===== src/hdl/csp_pkg.sv =====
// Shared types and constants for the compass sentence parser.
// No dependencies.
`default_nettype none
package csp_pkg;
	localparam int VALUE_BITS = 24;
	localparam int COUNT_BITS = 16;
	localparam int NUM_FIELDS = 6;

	localparam logic [7:0] CH_DOLLAR = 8'h24;
	localparam logic [7:0] CH_STAR   = 8'h2A;
	localparam logic [7:0] CH_LF     = 8'h0A;
	localparam logic [7:0] CH_CR     = 8'h0D;
	localparam logic [7:0] CH_E      = 8'h45;
	localparam logic [7:0] CH_C      = 8'h43;
	localparam logic [7:0] CH_P      = 8'h50;
	localparam logic [7:0] CH_R      = 8'h52;
	localparam logic [7:0] CH_X      = 8'h58;
	localparam logic [7:0] CH_Y      = 8'h59;
	localparam logic [7:0] CH_Z      = 8'h5A;
	localparam logic [7:0] CH_MINUS  = 8'h2D;
	localparam logic [7:0] CH_PLUS   = 8'h2B;
	localparam logic [7:0] CH_POINT  = 8'h2E;
	localparam logic [7:0] CH_ZERO   = 8'h30;
	localparam logic [7:0] CH_NINE   = 8'h39;

	// one frame-end record handed to the back end
	typedef struct packed {
		logic ok;
		logic [NUM_FIELDS*VALUE_BITS-1:0] values;
		logic [2:0] flags;
	} frame_rec_t;

	// hex digit of a nibble, upper case
	function automatic logic [7:0] hex_char(input logic [3:0] n);
		hex_char = (n < 4'd10) ? (8'h30 + {4'd0, n}) : (8'h37 + {4'd0, n});
	endfunction
endpackage
`default_nettype wire


===== src/hdl/csp_front.sv =====
// Front end: framing, checksum and field parsing, one byte per cycle unless stalled.
// Depends on csp_pkg. Emits one frame record per frame end.
`default_nettype none
module csp_front (
	input  wire logic clk,
	input  wire logic arst_n,
	input  wire logic [7:0] rx_byte,
	input  wire logic rx_valid,
	output logic rx_ready,
	output logic rec_valid,
	output csp_pkg::frame_rec_t rec,
	input  wire logic rec_ready,
	input  wire logic [csp_pkg::NUM_FIELDS*csp_pkg::VALUE_BITS-1:0] committed_values,
	input  wire logic [2:0] committed_flags
);
	import csp_pkg::*;

	typedef enum logic [2:0] {PH_IDLE, PH_BODY, PH_HEX1, PH_HEX2, PH_CR, PH_LF} phase_t;
	localparam logic [2:0] KEY_NONE = 3'd0;
	localparam logic [2:0] KEY_FLAGS = 3'd7;
	localparam logic [VALUE_BITS:0] CAP = (VALUE_BITS+1)'(1) << (VALUE_BITS-1);

	phase_t phase_q;
	logic [7:0] xor_q;
	logic [15:0] hex_q;
	logic [2:0] key_q;
	logic [VALUE_BITS:0] acc_q;
	logic neg_q, point_q, started_q, bad_q, fresh_q;
	logic [1:0] frac_q, foff_q;
	logic [NUM_FIELDS*VALUE_BITS-1:0] pend_q;
	logic [2:0] pflags_q;

	logic fire;
	assign rx_ready = !rec_valid || rec_ready;
	assign fire = rx_valid && rx_ready;

	// times ten plus one digit, saturating at CAP
	function automatic logic [VALUE_BITS:0] mac(input logic [VALUE_BITS:0] a,
			input logic [3:0] d);
		logic [VALUE_BITS+4:0] r;
		r = {4'd0, a} * (VALUE_BITS+5)'(10) + (VALUE_BITS+5)'(d);
		mac = (r > (VALUE_BITS+5)'(CAP)) ? CAP : r[VALUE_BITS:0];
	endfunction

	logic [VALUE_BITS:0] m1, m2;
	logic [VALUE_BITS-1:0] close_val;
	always_comb begin
		m1 = (frac_q == 2'd0) ? mac(acc_q, 4'd0) : acc_q;
		m2 = (frac_q != 2'd2) ? mac(m1, 4'd0) : m1;
		if (bad_q || !started_q)
			close_val = '0;
		else if (neg_q)
			close_val = VALUE_BITS'(-m2);
		else
			close_val = (m2 >= CAP) ? VALUE_BITS'(CAP - (VALUE_BITS+1)'(1)) :
				m2[VALUE_BITS-1:0];
	end

	// pending base: on the first byte after start it is the committed copy
	logic [NUM_FIELDS*VALUE_BITS-1:0] pend_base, pend_closed;
	logic [2:0] pflags_base;
	always_comb begin
		pend_base = fresh_q ? committed_values : pend_q;
		pflags_base = fresh_q ? committed_flags : pflags_q;
		pend_closed = pend_base;
		for (int i = 0; i < NUM_FIELDS; i++)
			if (key_q == 3'(i + 1))
				pend_closed[i*VALUE_BITS +: VALUE_BITS] = close_val;
	end

	function automatic logic [2:0] key_of(input logic [7:0] c);
		case (c)
			CH_C: key_of = 3'd1;
			CH_P: key_of = 3'd2;
			CH_R: key_of = 3'd3;
			CH_X: key_of = 3'd4;
			CH_Y: key_of = 3'd5;
			CH_Z: key_of = 3'd6;
			CH_E: key_of = KEY_FLAGS;
			default: key_of = KEY_NONE;
		endcase
	endfunction

	logic is_crlf;
	assign is_crlf = (rx_byte == CH_CR) || (rx_byte == CH_LF);

	// main sequencer
	always_ff @(posedge clk or negedge arst_n) begin
		if (!arst_n) begin
			phase_q <= PH_IDLE;
			rec_valid <= 1'b0;
			rec <= '0;
			fresh_q <= 1'b0;
			key_q <= KEY_NONE;
			xor_q <= '0;
			hex_q <= '0;
			acc_q <= '0;
			neg_q <= 1'b0;
			point_q <= 1'b0;
			started_q <= 1'b0;
			bad_q <= 1'b0;
			frac_q <= '0;
			foff_q <= '0;
			pend_q <= '0;
			pflags_q <= '0;
		end else begin
			if (rec_ready) rec_valid <= 1'b0;
			if (fire) begin
				if (rx_byte == CH_DOLLAR) begin
					if (phase_q != PH_IDLE) begin
						rec_valid <= 1'b1;
						rec.ok <= 1'b0;
					end
					phase_q <= PH_BODY;
					xor_q <= '0;
					hex_q <= '0;
					key_q <= KEY_NONE;
					fresh_q <= 1'b1;
				end else begin
					case (phase_q)
						PH_BODY: begin
							fresh_q <= 1'b0;
							pend_q <= pend_base;
							pflags_q <= pflags_base;
							if (is_crlf) begin
								rec_valid <= 1'b1; rec.ok <= 1'b0; phase_q <= PH_IDLE;
							end else if (rx_byte == CH_STAR) begin
								pend_q <= pend_closed;
								key_q <= KEY_NONE;
								phase_q <= PH_HEX1;
							end else begin
								xor_q <= xor_q ^ rx_byte;
								if (key_of(rx_byte) != KEY_NONE) begin
									pend_q <= pend_closed;
									key_q <= key_of(rx_byte);
									acc_q <= '0; neg_q <= 1'b0; frac_q <= '0;
									point_q <= 1'b0; foff_q <= '0;
									started_q <= 1'b0; bad_q <= 1'b0;
								end else if (key_q == KEY_FLAGS) begin
									if (foff_q != 2'd3) begin
										foff_q <= foff_q + 2'd1;
										if (foff_q == 2'd2) pflags_q <= rx_byte[2:0];
									end
								end else if (key_q != KEY_NONE && !bad_q) begin
									if ((rx_byte == CH_MINUS || rx_byte == CH_PLUS) &&
										!started_q) begin
										neg_q <= rx_byte == CH_MINUS;
										started_q <= 1'b1;
									end else if (rx_byte >= CH_ZERO && rx_byte <= CH_NINE) begin
										if (!(point_q && frac_q == 2'd2)) begin
											acc_q <= mac(acc_q, rx_byte[3:0]);
											if (point_q) frac_q <= frac_q + 2'd1;
										end
										started_q <= 1'b1;
									end else if (rx_byte == CH_POINT && !point_q) begin
										point_q <= 1'b1;
										started_q <= 1'b1;
									end else
										bad_q <= 1'b1;
								end
							end
						end
						PH_HEX1, PH_HEX2: begin
							if (is_crlf) begin
								rec_valid <= 1'b1; rec.ok <= 1'b0; phase_q <= PH_IDLE;
							end else begin
								hex_q <= {hex_q[7:0], rx_byte};
								phase_q <= (phase_q == PH_HEX1) ? PH_HEX2 : PH_CR;
							end
						end
						PH_CR: begin
							if (rx_byte != CH_CR) begin
								rec_valid <= 1'b1; rec.ok <= 1'b0; phase_q <= PH_IDLE;
							end else
								phase_q <= PH_LF;
						end
						PH_LF: begin
							// payload follows the pending set closed at the star
							rec_valid <= 1'b1;
							rec.ok <= (rx_byte == CH_LF) &&
								(hex_q == {hex_char(xor_q[7:4]), hex_char(xor_q[3:0])});
							rec.values <= pend_q;
							rec.flags <= pflags_q;
							phase_q <= PH_IDLE;
						end
						default: ;
					endcase
				end
			end
		end
	end
endmodule
`default_nettype wire


===== src/hdl/csp_back.sv =====
// Back end: commit of valid frames, counters, result register.
// Depends on csp_pkg.
`default_nettype none
module csp_back (
	input  wire logic clk,
	input  wire logic arst_n,
	input  wire logic rec_valid,
	input  wire csp_pkg::frame_rec_t rec,
	output logic rec_ready,
	output logic [csp_pkg::NUM_FIELDS*csp_pkg::VALUE_BITS-1:0] committed_q,
	output logic [2:0] cflags_q,
	output logic out_valid,
	input  wire logic out_ready,
	output logic out_ok,
	output logic [csp_pkg::COUNT_BITS-1:0] good_q,
	output logic [csp_pkg::COUNT_BITS-1:0] bad_q
);
	import csp_pkg::*;

	// committed state is applied when a record is taken, so the front always
	// sees committed values current as of every accepted frame
	assign rec_ready = !out_valid || out_ready;

	always_ff @(posedge clk or negedge arst_n) begin
		if (!arst_n) begin
			committed_q <= '0;
			cflags_q <= '0;
			good_q <= '0;
			bad_q <= '0;
			out_valid <= 1'b0;
			out_ok <= 1'b0;
		end else begin
			if (out_ready) out_valid <= 1'b0;
			if (rec_valid && rec_ready) begin
				out_valid <= 1'b1;
				out_ok <= rec.ok;
				if (rec.ok) begin
					committed_q <= rec.values;
					cflags_q <= rec.flags;
					good_q <= good_q + COUNT_BITS'(1);
				end else
					bad_q <= bad_q + COUNT_BITS'(1);
			end
		end
	end
endmodule
`default_nettype wire


===== src/hdl/compass_sentence_parser.sv =====
// Compass sentence parser, one received byte per cycle (back to back) while not stalled.
// A frame's final byte loads the record; out_valid rises when the back end takes it.
// Throughput set by the front-end byte sequencer: one byte per clock unless stalled.
// Frame record and result registers decouple the two sides.
// Reset (arst_n, async): idle, all values, flags and counters zero.
`default_nettype none
module compass_sentence_parser (
	input  wire logic clk,
	input  wire logic arst_n,
	input  wire logic in_valid,
	output logic in_ready,
	input  wire logic [7:0] rx_byte,
	output logic out_valid,
	input  wire logic out_ready,
	output logic frame_ok,
	output logic signed [csp_pkg::VALUE_BITS-1:0] heading,
	output logic signed [csp_pkg::VALUE_BITS-1:0] pitch_angle,
	output logic signed [csp_pkg::VALUE_BITS-1:0] roll_angle,
	output logic signed [csp_pkg::VALUE_BITS-1:0] mag_x,
	output logic signed [csp_pkg::VALUE_BITS-1:0] mag_y,
	output logic signed [csp_pkg::VALUE_BITS-1:0] mag_z,
	output logic magnetic_distortion,
	output logic tilt_out_of_range,
	output logic mag_out_of_range,
	output logic [csp_pkg::COUNT_BITS-1:0] good_frames,
	output logic [csp_pkg::COUNT_BITS-1:0] bad_frames
);
	import csp_pkg::*;

	logic rec_valid, rec_ready;
	frame_rec_t rec;
	logic [NUM_FIELDS*VALUE_BITS-1:0] committed;
	logic [2:0] cflags;

	csp_front u_front (
		.clk, .arst_n, .rx_byte, .rx_valid(in_valid), .rx_ready(in_ready),
		.rec_valid, .rec, .rec_ready,
		.committed_values(committed), .committed_flags(cflags)
	);

	csp_back u_back (
		.clk, .arst_n, .rec_valid, .rec, .rec_ready,
		.committed_q(committed), .cflags_q(cflags),
		.out_valid, .out_ready, .out_ok(frame_ok),
		.good_q(good_frames), .bad_q(bad_frames)
	);

	// result fields
	assign heading     = committed[0*VALUE_BITS +: VALUE_BITS];
	assign pitch_angle = committed[1*VALUE_BITS +: VALUE_BITS];
	assign roll_angle  = committed[2*VALUE_BITS +: VALUE_BITS];
	assign mag_x       = committed[3*VALUE_BITS +: VALUE_BITS];
	assign mag_y       = committed[4*VALUE_BITS +: VALUE_BITS];
	assign mag_z       = committed[5*VALUE_BITS +: VALUE_BITS];
	assign magnetic_distortion = cflags[0];
	assign tilt_out_of_range   = cflags[1];
	assign mag_out_of_range    = cflags[2];
endmodule
`default_nettype wire


===== config.mk =====
export PLATFORM = sky130hd
export DESIGN_NAME = compass_sentence_parser
export DESIGN_NICKNAME = d
export VERILOG_FILES = /design/src/hdl/csp_pkg.sv /design/src/hdl/csp_front.sv /design/src/hdl/csp_back.sv /design/src/hdl/compass_sentence_parser.sv
export SDC_FILE = /design/constraint.sdc
export NUM_CORES = 1
export LEC_CHECK = 0
export BUFFER_PORTS_ARGS = -buffer_cell sky130_fd_sc_hd__buf_2
export CORE_MARGIN = 2
export CORE_UTILIZATION = 55
export DETAILED_ROUTE_END_ITERATION = 12
export PLACE_DENSITY = 0.73
export SYNTH_ARGS = -nofsm -noshare
export SYNTH_HDL_FRONTEND = slang
export SYNTH_SLANG_ARGS = --single-unit

===== constraint.sdc =====
create_clock -name clk -period 18.7 [get_ports clk]
set_clock_uncertainty 0.05 [all_clocks]
set_input_delay 0 -clock clk [delete_from_list [all_inputs] [get_ports clk]]
set_output_delay 0 -clock clk [all_outputs]
set_load 0.01 [all_outputs]

==> run_summary.xml <==
<?xml version="1.0" encoding="UTF-8"?>
<metrics>
  <group name="worst_setup_path">
    <metric name="crit_start" unit="">u_front.acc_q[14]</metric>
    <metric name="cpMostUsedCell" unit="">sky130_fd_sc_hd__ha_1</metric>
    <metric name="timing.critical_path.fanout_max" unit="">16</metric>
    <metric name="worst_setup_path_start_kind" unit="">flip-flop</metric>
    <metric name="worstSetupEndpoint" unit="">u_front.pend_q[115]</metric>
    <metric name="timing_worst_setup_path_type" unit="">reg2reg</metric>
    <metric name="timing.reg2reg.worst_path_depth" unit="">28</metric>
    <metric name="critical_path_arrival" unit="ps">10640</metric>
    <metric name="timing.critical_path.required" unit="ps">19200</metric>
    <metric name="worst_path_largest_cell_delay" unit="ps">930</metric>
    <metric name="cpMaxStageDelayCell" unit="">sky130_fd_sc_hd__nor3b_2</metric>
    <metric name="worst_r2r_startpoint" unit="">u_front.acc_q[14]</metric>
    <metric name="critical_path.reg2reg.endpoint" unit="">u_front.pend_q[115]</metric>
    <metric name="end_kind" unit="">flip-flop</metric>
    <metric name="ff2ff_setup_slack" unit="ps">8560</metric>
  </group>
  <group name="cells_and_area">
    <metric name="areaGrowthSynthToFinish" unit="%">12.8</metric>
    <metric name="antenna-diode-count" unit="">0</metric>
    <metric name="nets" unit="">3173</metric>
    <metric name="number_of_filler_cells_placed_in_the_layout" unit="">4068</metric>
    <metric name="regArea" unit="mm²">0.0135</metric>
    <metric name="multi_input_comb_area" unit="mm²">0.0138</metric>
    <metric name="final_layout_size_suffix_gt1_share" unit="%">17.2</metric>
  </group>
  <group name="global_routing">
    <metric name="largest_net_degree_at_the_start_of_global_routing" unit="">193</metric>
    <metric name="global_route.overflow_total" unit="">0</metric>
    <metric name="grt_first_pass_wirelength" unit="µm">138000</metric>
    <metric name="groute.usage.overall" unit="%">33.6</metric>
    <metric name="initial_antenna_violation_count" unit="">3</metric>
    <metric name="number_of_global_route_vias_before_repair" unit="">23400</metric>
  </group>
  <group name="placed_design">
    <metric name="place_hpwl" unit="µm">61300</metric>
    <metric name="io_buffers" unit="">193</metric>
    <metric name="place.gp.congestion" unit="">0.943</metric>
  </group>
  <group name="clock_tree">
    <metric name="cts_tree" unit="">done</metric>
    <metric name="cts_made_buffers" unit="">54</metric>
    <metric name="clock_slew_seen_by_the_registers_of_the_worst_setup_and_hold_paths" unit="ps">70</metric>
    <metric name="cts.sinks" unit="">541</metric>
    <metric name="clock_tree.htree_level_count" unit="">2</metric>
    <metric name="cts_max_path_buffers" unit="">3</metric>
    <metric name="clock_latency" unit="ps">620</metric>
    <metric name="cts-root-buf" unit="">sky130_fd_sc_hd__clkbuf_16</metric>
  </group>
  <group name="floorplanning">
    <metric name="width_of_the_chip" unit="µm">230</metric>
    <metric name="design.die.area" unit="mm²">0.0528</metric>
    <metric name="area_of_the_core" unit="mm²">0.0503</metric>
    <metric name="fp.dieH" unit="µm">230</metric>
    <metric name="floorplan.initialDensity" unit="%">55.8</metric>
    <metric name="placement_rows" unit="">82</metric>
    <metric name="floorplan.io_pins" unit="">194</metric>
  </group>
  <group name="worst_hold_path">
    <metric name="min-delay-path-class" unit="">in2async</metric>
  </group>
  <group name="timing">
    <metric name="hold_viol" unit="">0</metric>
    <metric name="fin_tns_setup" unit="ps">0</metric>
    <metric name="final-max-slew-violation-count" unit="">0</metric>
    <metric name="final_min_period_over_clock_period" unit="%">54.2</metric>
    <metric name="achievable-frequency" unit="MHz">98.6</metric>
    <metric name="setup-violations-final" unit="">0</metric>
    <metric name="worst-slew-pin-transition" unit="ps">1430</metric>
    <metric name="timing.final.crit_period" unit="ps">10140</metric>
    <metric name="rsz0062_at_grt" unit="">no</metric>
    <metric name="relSlewSlack" unit="%">3.61</metric>
  </group>
  <group name="yosys">
    <metric name="syn_area_per_cell" unit="µm²">9.66</metric>
    <metric name="ys_types" unit="">108</metric>
    <metric name="count_of_flip_flops_with_a_built_in_enable_after_synthesis" unit="">0</metric>
    <metric name="synth_top_cells_by_count" unit="">sky130_fd_sc_hd__nand2_1, sky130_fd_sc_hd__dfrtp_1, sky130_fd_sc_hd__a21oi_1, sky130_fd_sc_hd__nor2_1, sky130_fd_sc_hd__mux2_2</metric>
    <metric name="ys_top_cells_by_area" unit="">sky130_fd_sc_hd__dfrtp_1, sky130_fd_sc_hd__nand2_1, sky130_fd_sc_hd__mux2_2</metric>
    <metric name="synth_instances" unit="">2902</metric>
    <metric name="synthDominantCellAreaShare" unit="%">48.3</metric>
    <metric name="synthesis.nets" unit="">3019</metric>
    <metric name="share_of_synthesized_registers_carrying_an_async_set_or_reset" unit="%">100</metric>
    <metric name="yosys_most_used_dff" unit="">sky130_fd_sc_hd__dfrtp_1</metric>
    <metric name="ys_ff_latch" unit="">541</metric>
    <metric name="syn_area" unit="mm²">0.0280</metric>
    <metric name="yosys.cell_count.top_type" unit="">sky130_fd_sc_hd__nand2_1</metric>
    <metric name="post-synth-top-area-cell" unit="">sky130_fd_sc_hd__dfrtp_1</metric>
    <metric name="seq_area_frac_synth" unit="%">48.3</metric>
    <metric name="yosys_synthesis_warning_count" unit="">0</metric>
  </group>
  <group name="pwr">
    <metric name="power_density" unit="mW/mm²">101</metric>
    <metric name="power.total" unit="W">0.00320</metric>
    <metric name="p_leak" unit="nW">15.8</metric>
    <metric name="peakVddDrop" unit="V">0.0000783</metric>
  </group>
  <group name="route">
    <metric name="detailed_routing_iteration_count_for_the_pre_antenna_repair_pass" unit="">6</metric>
    <metric name="post_drt_via_cell_ratio" unit="">6.37</metric>
    <metric name="ant_nets" unit="">0</metric>
    <metric name="detailroute.via_count" unit="">24000</metric>
    <metric name="drtIter0Drc" unit="">2684</metric>
    <metric name="wl_per_cell" unit="µm">23.7</metric>
    <metric name="wl" unit="µm">89200</metric>
    <metric name="post-route-drc-count" unit="">0</metric>
  </group>
  <group name="status">
    <metric name="run_status" unit="">finished clean</metric>
  </group>
  <group name="run">
    <metric name="cap_violations" unit="">0</metric>
  </group>
</metrics>
[registers in the layout (all words and copies together) (netlist names), 2 cells and up]
register,cells
u_back.bad_q,16
u_back.cflags_q,3
u_back.committed_q,144
u_back.good_q,16
u_front.acc_q,25
u_front.foff_q,2
u_front.frac_q,2
u_front.hex_q,16
u_front.key_q,3
u_front.pend_q,144
u_front.pflags_q,3
u_front.phase_q,3
u_front.rec,148
u_front.xor_q,8
[worst min-delay path by stage]
stage / from / end / slack, ps / cells after the start
6_report: arst_n / u_back.bad_q[9] / 30 / 2
3_5_place_dp: arst_n / u_back.bad_q[9] / 140 / 1
5_1_grt: arst_n / u_back.bad_q[9] / 150 / 2
4_1_cts: arst_n / u_front.xor_q[6] / 90 / 2
3_3_place_gp: arst_n / u_back.bad_q[11] / 130 / 1
2_1_floorplan: arst_n / u_back.bad_q[0] / -350 / 0
[metrics by stage]
step                      instances  hold WS, ps  utilization, %  area (µm²)  setup slack [ps]
final                          3772         30.5            62.9       31600              8560
after global routing           3772          150            62.9       31600              8110
after CTS                      3772         91.9            62.9       31600              8760
after detailed placement       3659          136            58.9       29600              8800
after global placement         3659          128            58.9       29600              8860
after floorplan                2902         -346               -       28000             10570
[worst max-delay path, delay by kind of cell (launching register included)]
kind	cells	cell delay, ps
buffers and inverters	1	230
multiplexers	1	230
flip-flops	1	560
AO/OA/AOI/OAI	16	4880
AND/OR/NAND/NOR	6	2720
adder cells (fa/ha/maj)	4	1370
[logic make-up (layout without fill, tap and decap cells)]
| family | count (synthesis) | in the layout | share of synthesized area [%] |
|---|---|---|---|
| AND/OR/NAND/NOR | 1071 | 1071 | 16.9 |
| AO/OA/AOI/OAI | 733 | 733 | 17.9 |
| flip-flops | 541 | 541 | 48.3 |
| buffers and inverters | 195 | 393 | 2.71 |
| multiplexers | 162 | 162 | 6.47 |
| adder cells (fa/ha/maj) | 105 | 105 | 4.77 |
| XOR/XNOR | 95 | 95 | 2.99 |
[report_power, final]
part / leakage, nW / internal, W / total [W] / switching, W
Clock: 0.898 / 0.000663 / 0.00114 / 0.000475
Combinational: 7.56 / 0.000244 / 0.000606 / 0.000362
Sequential: 7.35 / 0.00134 / 0.00146 / 0.000123
[final cells by class]
class | instances | area share, %
Tap cell | 672 | 2.66
Multi-Input combinational cell | 2166 | 43.6
Clock inverter | 18 | 0.902
Clock buffer | 82 | 4.95
Sequential cell | 541 | 42.8
Inverter | 49 | 0.582
Timing Repair Buffer | 244 | 4.48
[layer usage]
layer	wire length [µm]	GRT usage, %	share of wire, %	up-vias
met5	0	0	0	-
met4	2690	10.4	3.0	0
met3	7110	5.78	8.0	171
met2	41000	52.9	46	1108
met1	38500	47.9	43	12000
li1	-	-	-	10700
[cell usage in the layout (no fill, tap or decap), drive strengths merged, types with 9 or more instances in the layout]
cell	Yosys	final
nor3	48	48
ha	102	102
a21boi	10	10
o21ai	178	178
dfrtp	541	541
nor2b	16	16
a31oi	9	9
nand4	26	26
clkinv	1	9
a21oi	182	182
clkbuf	124	82
mux2	154	154
or3	21	21
xor2	29	29
nor2	160	160
nand3	50	50
a21o	23	23
o31ai	27	27
buf	22	231
and2	15	15
or2	10	10
dlygate4sd3	0	13
a22o	23	23
and3	18	18
o211ai	12	12
nand2b	15	15
inv	48	50
xnor2	66	66
nor4	17	17
a22oi	68	68
o21a	14	14
o22ai	35	35
nand2	642	642
o32ai	42	42
[timing repair]
item,CTS,global route
setup buffers,0,0
resized for setup,0,0
hold buffers,13,0
hold endpoints to repair,163,0
(Power assumes the default switching activity.)
